### src/rtl/bsp_point_location_assert.svh
// assertion macros shared by the point location modules
`ifndef BSP_POINT_LOCATION_ASSERT_SVH
`define BSP_POINT_LOCATION_ASSERT_SVH

// consequent must hold in the same cycle as the antecedent
`define BSP_ASSERT_SAME(label, ante, cons, msg) \
    label: assert property (@(posedge clk) disable iff (!rst_n) (ante) |-> (cons)) \
        else $error(msg);

// consequent must hold in the cycle after the antecedent
`define BSP_ASSERT_NEXT(label, ante, cons, msg) \
    label: assert property (@(posedge clk) disable iff (!rst_n) (ante) |=> (cons)) \
        else $error(msg);

`endif

### src/rtl/bsp_pkg.sv
// types and constants shared by the point location modules
package bsp_pkg;

    // mode field codes
    localparam logic MODE_WRITE = 1'b0;
    localparam logic MODE_QUERY = 1'b1;

    localparam int LINK_W  = 16;
    localparam int INDEX_W = 15;
    localparam int COUNT_W = 11;

    // one input beat
    typedef struct packed {
        logic               mode;
        logic [9:0]         node_index;
        logic signed [31:0] split_x;
        logic signed [31:0] split_y;
        logic signed [31:0] split_dx;
        logic signed [31:0] split_dy;
        logic [15:0]        front_child;
        logic [15:0]        back_child;
        logic signed [31:0] point_x;
        logic signed [31:0] point_y;
    } in_item_t;

    // one result beat
    typedef struct packed {
        logic [14:0] leaf_index;
        logic        walk_error;
    } out_item_t;

    // one stored node
    typedef struct packed {
        logic [31:0] ox;
        logic [31:0] oy;
        logic [31:0] ddx;
        logic [31:0] ddy;
        logic [15:0] link_front;
        logic [15:0] link_back;
    } node_t;

    localparam int NODE_W = $bits(node_t);

    // controller states
    typedef enum logic [2:0] {
        S_IDLE,
        S_CHECK,
        S_DIFF,
        S_MUL,
        S_NEXT,
        S_DONE
    } state_t;

    // controller to datapath commands
    typedef struct packed {
        logic write;
        logic load;
        logic check;
        logic diff;
        logic mul;
        logic next;
    } cmd_t;

    // datapath to controller status
    typedef struct packed {
        logic leaf;
        logic bad;
    } status_t;

endpackage

### src/rtl/bsp_ctrl.sv
// walk sequencer for the point location block
`include "bsp_point_location_assert.svh"

module bsp_ctrl (
    input  logic             clk,
    input  logic             rst_n,
    input  logic             start,
    input  logic             mode,
    input  bsp_pkg::status_t st,
    output bsp_pkg::cmd_t    cmd,
    output logic             busy,
    output logic             done
);

    bsp_pkg::state_t state_reg;
    bsp_pkg::state_t state_next;

    // state register
    always_ff @(posedge clk or negedge rst_n)
    begin
        if (!rst_n)
        begin
            state_reg <= bsp_pkg::S_IDLE;
        end
        else
        begin
            state_reg <= state_next;
        end
    end

    // next state and commands
    always_comb
    begin
        state_next = state_reg;
        cmd        = '0;
        busy       = 1'b1;
        done       = 1'b0;
        unique case (state_reg)
            bsp_pkg::S_IDLE:
            begin
                busy = 1'b0;
                if (start)
                begin
                    if (mode == bsp_pkg::MODE_QUERY)
                    begin
                        cmd.load   = 1'b1;
                        state_next = bsp_pkg::S_CHECK;
                    end
                    else
                    begin
                        cmd.write = 1'b1;
                    end
                end
            end
            bsp_pkg::S_CHECK:
            begin
                cmd.check = 1'b1;
                if (st.leaf || st.bad)
                begin
                    state_next = bsp_pkg::S_DONE;
                end
                else
                begin
                    state_next = bsp_pkg::S_DIFF;
                end
            end
            bsp_pkg::S_DIFF:
            begin
                cmd.diff   = 1'b1;
                state_next = bsp_pkg::S_MUL;
            end
            bsp_pkg::S_MUL:
            begin
                cmd.mul    = 1'b1;
                state_next = bsp_pkg::S_NEXT;
            end
            bsp_pkg::S_NEXT:
            begin
                cmd.next   = 1'b1;
                state_next = bsp_pkg::S_CHECK;
            end
            bsp_pkg::S_DONE:
            begin
                done       = 1'b1;
                state_next = bsp_pkg::S_IDLE;
            end
            default:
            begin
                state_next = bsp_pkg::S_IDLE;
            end
        endcase
    end

    // a query beat always starts with a link check
    `BSP_ASSERT_NEXT(a_query_to_check, start && !busy && mode == bsp_pkg::MODE_QUERY, state_reg == bsp_pkg::S_CHECK, "query accept did not enter check")
    // the result strobe lasts one cycle
    `BSP_ASSERT_NEXT(a_done_single, done, !done && !busy, "result strobe longer than one cycle")

endmodule

### config.mk
export PLATFORM = sky130hd
export DESIGN_NAME = bsp_ctrl
export DESIGN_NICKNAME = d
export VERILOG_FILES = /design/src/rtl/bsp_pkg.sv /design/src/rtl/bsp_ctrl.sv
export VERILOG_INCLUDE_DIRS = /design/src /design/src/rtl
export SDC_FILE = /design/constraint.sdc
export NUM_CORES = 1
export LEC_CHECK = 0
export BUFFER_PORTS_ARGS = -buffer_cell sky130_fd_sc_hd__clkbuf_2
export CORE_AREA = 2 2 39 41
export DETAILED_ROUTE_END_ITERATION = 8
export DIE_AREA = 0 0 41 43
export GPL_ROUTABILITY_DRIVEN = 0
export HOLD_SLACK_MARGIN = 0.08
export PLACE_DENSITY_LB_ADDON = 0.1
export REMOVE_ABC_BUFFERS = 1
export SETUP_SLACK_MARGIN = 0.05
export SLEW_MARGIN = 20
export SYNTH_ARGS = -nofsm -noshare
export SYNTH_HDL_FRONTEND = slang
export SYNTH_SLANG_ARGS = --single-unit
### constraint.sdc
create_clock -name clk -period 1.3 [get_ports clk]
set_clock_uncertainty 0.2 [all_clocks]
set_input_delay 0.195 -clock clk [delete_from_list [all_inputs] [get_ports clk]]
set_output_delay 0.195 -clock clk [all_outputs]
set_load 0.02 [all_outputs]
==> impl_metrics.toml, run 1 <==
[routing]
drtIter0Drc = 1
wl_um = 810
route.detailed.drc = 0
drtPass1Iterations = 2
routed_via_density = 4.29
final_antenna_net_count = 0
wire_per_inst_um = 11.9
vias = 292

[cells_and_area]
n_antenna_cell = 0
final_util = 0.364
fin_area_sq_um = 504
largest_reg_flops = 3
nets = 59
fin_cells = 68
final_layout_size_suffix_gt1_frac = 0.731
area_growth_pct = 136

[timing]
drv_slew = 0
period_minus_slack_ns = 1.59
finalHoldViolations = 0
fmax_mhz = 629
whs_ns = 0.101
rsz0062_at_grt = "true"
finalSetupViolations = 10
tightestPinTransition_ns = 0.227
fin_crit_sh = 1.22
setup_ws_ns = -0.291
max_slew_margin = 0.848

[cts]
worstSkewPairLatency_ns = 0.23
path_clk_slew_ns = 0.04
cts_made_buffers = 3
clock_path_buffers = 2
ctsHtreeMaxLevel = 1
clkSinkCount = 3
cts_tree = "yes"
cts_root_buf = "clkbuf_4"

[worst_setup_path]
rr_startpoint = "state_reg[2]$_DFFE_PN0P_"
rr_worst_depth = 4
cp.required_ns = 0.90
endpoint_kind = "output pin"
r2r_slack_ns = -0.08
timing.rr.end = "state_reg[0]$_DFFE_PN0P_"
cp-start-kind = "flop"
crit_fanout = 3
cp.arrival_ns = 1.20
worstSetupPathType = "flop to output pin"

[global_routing]
antenna_found_initial = 0
grt_util_all_layers = 0.102
grt_pass1_vias = 283
grt_max_degree = 9
overflow = 0
grt_first_pass_wirelength_um = 1100

[yosys]
yosys-top-cells-area = "dfrtp_1 (35%), buf_6 (11%), nor2_1 (8.8%)"
synthFlopType = "dfrtp_1"
yosysMostFrequentCell = "nor2_1"
synth_warnings = 0
yosysSeqAreaShare = 0.351
yosysTopAreaCell = "dfrtp_1"
synthCells = 25
synth_edf_count = 0
synth.distinct_cells = 15
ys_ff_latch = 3
synth_top_area_frac = 0.351
synthArstFlopShare = 1.00
synthesis.area_sq_um = 214
yosys-top-cells-count = "nor2_1 (5), dfrtp_1 (3), nor3_1 (3), buf_6 (2), inv_1 (2)"
avgSynthCellArea_sq_um = 8.56

[job]
maxCapViolCount = 0

[placement]
dp_cells = 56
postPlaceCellArea_sq_um = 307
port_buffers = 13

[power_and_ir_drop]
power_density_mw_per_mm2 = 2750
p_leak_uw = 0.000243
totalPowerFinal_uw = 1390
vdd_drop_max_mv = 0.968

[die]
die_w_um = 41
initial_core_util = 0.155
core_area_sq_mm = 0.00138
die_area_sq_mm = 0.00176
rows = 14
ios = 14
fp.dieH_um = 43

[min_path]
min_to = "state_reg[2]$_DFFE_PN0P_"
hp-start = "st[1]"
hold_depth = 3
hold_class = "primary input to flop"

[run_status]
violations = "setup timing"
status = "finished with violations"
## critical path, stage by stage, from the launching register on
cell     delay (ns)
dfrtp_1        0.40
nor3_4         0.23
and3_4         0.23
buf_8          0.11
## stage by stage
stage / worst slack [ns] / setup TNS (ns)
3_3_place_gp: -0.0727 / -0.205
4_1_cts: -0.267 / -1.93
3_5_place_dp: -0.0984 / -0.292
2_1_floorplan: -0.138 / -0.388
5_1_grt: -0.341 / -2.61
6_report: -0.291 / -2.06
## report_power, final
| group | switching [uW] | total (uW) | internal, uW |
|---|---|---|---|
| registers | 51.7 | 192 | 140 |
| clock network | 46.1 | 161 | 115 |
| logic | 482 | 1030 | 551 |
| total | 579 | 1390 | 806 |
## metal layers
layer  up-vias  wire length (um)  global-route usage
li1        141                 -                   -
met3         2                81              0.0524
met1       134               229              0.0682
met5         -                 0                   0
met2        15               473               0.163
met4         0                25               0.120
## cells in the final DEF, fill, tap and decap left out
cell type       n
a21oi_1         1
and3_2          1
and3_4          1
buf_4          12
buf_6           3
buf_8           2
clkbuf_1        1
clkbuf_2        5
clkbuf_4        3
dfrtp_1         3
dlygate4sd3_1   3
inv_2           1
inv_4           1
mux2_2          1
mux2i_1         1
nand2_1         1
nand2b_4        1
nor2_1          4
nor2_2          1
nor3_2          1
nor3_4          2
nor3b_2         1
o21ai_2         1
o32ai_2         1
## worst max-delay path by stage
stage | from | to | slack (ns) | cells past startpoint
after floorplan | state_reg[2]$_DFFE_PN0P_ | cmd[5] | -0.14 | 3
after global placement | state_reg[2]$_DFFE_PN0P_ | cmd[4] | -0.07 | 3
after detailed placement | state_reg[2]$_DFFE_PN0P_ | cmd[4] | -0.1 | 3
after CTS | state_reg[0]$_DFFE_PN0P_ | cmd[4] | -0.27 | 3
after global routing | state_reg[0]$_DFFE_PN0P_ | cmd[4] | -0.34 | 3
final | state_reg[0]$_DFFE_PN0P_ | cmd[4] | -0.29 | 3
## timing repair
action,CTS,global route
hold buffers,3,0
pin swaps,4,3
hold endpoints to repair,3,0
buffers inserted,4,1
gates resized for setup,20,14
endpoints found under the setup margin,9,10
## kinds of logic (layout without fill, tap and decap cells)
group / after synthesis / after routing / synth area share
AOI/OAI and AO/OA: 3 / 3 / 0.105
buffers and inverters: 4 / 31 / 0.140
DFF: 3 / 3 / 0.351
muxes: 2 / 2 / 0.0994
and+or+nand+nor: 13 / 13 / 0.304
## layout make-up
class / instances / area (sq um)
clock buffer: 4 / 26.3
sequential: 3 / 75.1
timing repair buffer: 25 / 209
inverter: 2 / 10.0
multi-input combinational: 18 / 164
tap: 16 / 20.0
fill: 147 / 880
Note: power is estimated with default switching activity, not from simulation.
==> run 2, diff against run 1 <==
BUFFER_PORTS_ARGS = default   (was -buffer_cell sky130_fd_sc_hd__clkbuf_2)
DONT_BUFFER_PORTS = 1   (was default)
==> impl_metrics.toml, run 2 (synthesis results as in run 1) <==
[run_status]
status = "finished with violations"
violations = "setup timing"

[global_routing]
antenna_found_initial = 0
grt_pass1_vias = 250
overflow = 0
grt_util_all_layers = 0.0815
grt_max_degree = 9
grt_first_pass_wirelength_um = 910

[cells_and_area]
final_util = 0.355
final_cell_mix = "dlygate4sd3_1 (6), buf_4 (6), buf_6 (6)"
fin_area_sq_um = 492
area_growth_pct = 130
fillers = 140
final_layout_size_suffix_gt1_frac = 0.644
largest_reg_flops = 3
nets = 52
n_antenna_cell = 0

[routing]
route.detailed.drc = 0
routed_via_density = 4.13
drtPass1Iterations = 3
vias = 252
final_antenna_net_count = 0
drtIter0Drc = 5
wl_um = 637
wire_per_inst_um = 10.4

[power_and_ir_drop]
pwr-share-clk = 0.120
p_leak_uw = 0.000212
power.share.sequential = 0.143
power_density_mw_per_mm2 = 2720
swShare = 0.432
switchingPower_uw = 578
p_int_uw = 761
vdd_drop_max_mv = 0.803
combPwrFrac = 0.738

[min_path]
hold_class = "primary input to flop"

[cts]
ctsHtreeMaxLevel = 1
clkSinkCount = 3
worstSkewPairLatency_ns = 0.23
cts_made_buffers = 3
cts_tree = "yes"
path_clk_slew_ns = 0.04
cts_root_buf = "clkbuf_4"
clock_path_buffers = 2

[worst_setup_path]
crit_path_cell_trace = "nor3_4, nand2_1, nor2_1, buf_4"
cp_slowest_stage_delay_ns = 0.39
cp.required_ns = 0.90
rr_worst_depth = 4
worstSetupPathType = "flop to output pin"
r2r_slack_ns = -0.06
crit_path_start = "state_reg[0]$_DFFE_PN0P_"
timing.rr.end = "state_reg[0]$_DFFE_PN0P_"
crit_fanout = 3
crit_path_end = "cmd[5]"
cp-start-kind = "flop"
cp_slowest_cell = "dfrtp_1"
endpoint_kind = "output pin"
cp.arrival_ns = 1.16
rr_startpoint = "state_reg[2]$_DFFE_PN0P_"

[timing]
tightestPinTransition_ns = 0.235
finalSetupViolations = 9
finalHoldViolations = 0
max_slew_margin = 0.843
whs_ns = 0.130
drv_slew = 0
fmax_mhz = 643
fin_crit_sh = 1.20
rsz0062_at_grt = "true"
setup_ws_ns = -0.254
period_minus_slack_ns = 1.55

[placement]
postPlaceCellArea_sq_um = 279
port_buffers = 0
dp_hpwl_um = 392

[die]
initial_core_util = 0.155
fp.dieH_um = 43
rows = 14
ios = 14
die_area_sq_mm = 0.00176
core_area_sq_mm = 0.00138
die_w_um = 41

[job]
maxCapViolCount = 0
run 2: cell types whose count changed in the layout (fill, tap and decap cells not counted), moves of 2 or more:
cell / delta
dlygate4sd3_1: +3
clkbuf_2: -5
buf_8: -2
buf_6: +3
buf_4: -6
run 2: routing by layer:
metal | vias up | part of all wire | global-route usage | routed length, um
li1 | 125 | - | - | -
met1 | 118 | 0.39 | 0.0777 | 250
met2 | 9 | 0.53 | 0.131 | 336
met3 | 0 | 0.078 | 0.0157 | 50
met4 | 0 | 0 | 0.0800 | 0
met5 | - | 0 | 0 | 0
run 2: power by group through the flow:
stage	Sequential [uW]	Clock, uW	Combinational [uW]
final	191	160	988
after global routing	200	170	1070
after detailed placement	163	0	595
after CTS	175	171	860
after global placement	163	0	599
after floorplan	213	0	314
run 2: final cells by class:
type	count	area, sq um	share of cell area
tap	16	20.0	0.0407
multi-input combinational	18	185	0.377
sequential	3	75.1	0.153
timing repair buffer	18	173	0.351
clock buffer	4	26.3	0.0534
inverter	2	12.5	0.0254
run 2: repair_timing:
item	CTS	global route
gates resized for setup	16	9
gates cloned	0	0
setup buffers	3	1
hold buffers	6	0
hold endpoints to repair	6	0
pin swaps	4	0
endpoints found under the setup margin	9	10
run 2: how the worst min path moves through the flow:
stage                     cells past startpoint                        to  slack (ns)  startpoint
after CTS                                     3  state_reg[0]$_DFFE_PN0P_         0.1       st[1]
final                                         3  state_reg[0]$_DFFE_PN0P_        0.13       st[1]
after floorplan                               0  state_reg[0]$_DFFE_PN0P_       -0.30       rst_n
after global placement                        0  state_reg[1]$_DFFE_PN0P_       -0.30       rst_n
after detailed placement                      0  state_reg[1]$_DFFE_PN0P_       -0.30       rst_n
after global routing                          3  state_reg[0]$_DFFE_PN0P_        0.14       st[1]
run 2: per-stage QoR:
| stage | instances | setup TNS, ns | setup slack (ns) | power (uW) |
|---|---|---|---|---|
| detailed placement | 48 | -0.224 | -0.0958 | 758 |
| floorplan | 23 | -0.388 | -0.138 | 527 |
| global route | 61 | -2.32 | -0.335 | 1440 |
| finish | 61 | -1.74 | -0.254 | 1340 |
| global placement | 48 | -0.0874 | -0.0485 | 763 |
| CTS | 61 | -1.62 | -0.256 | 1210 |
run 2: worst max-delay path: cells and delay by family (launching register included):
| family | cells | cell delay, ns |
|---|---|---|
| simple gates | 3 | 0.39 |
| buf+inv | 1 | 0.15 |
| flops | 1 | 0.39 |
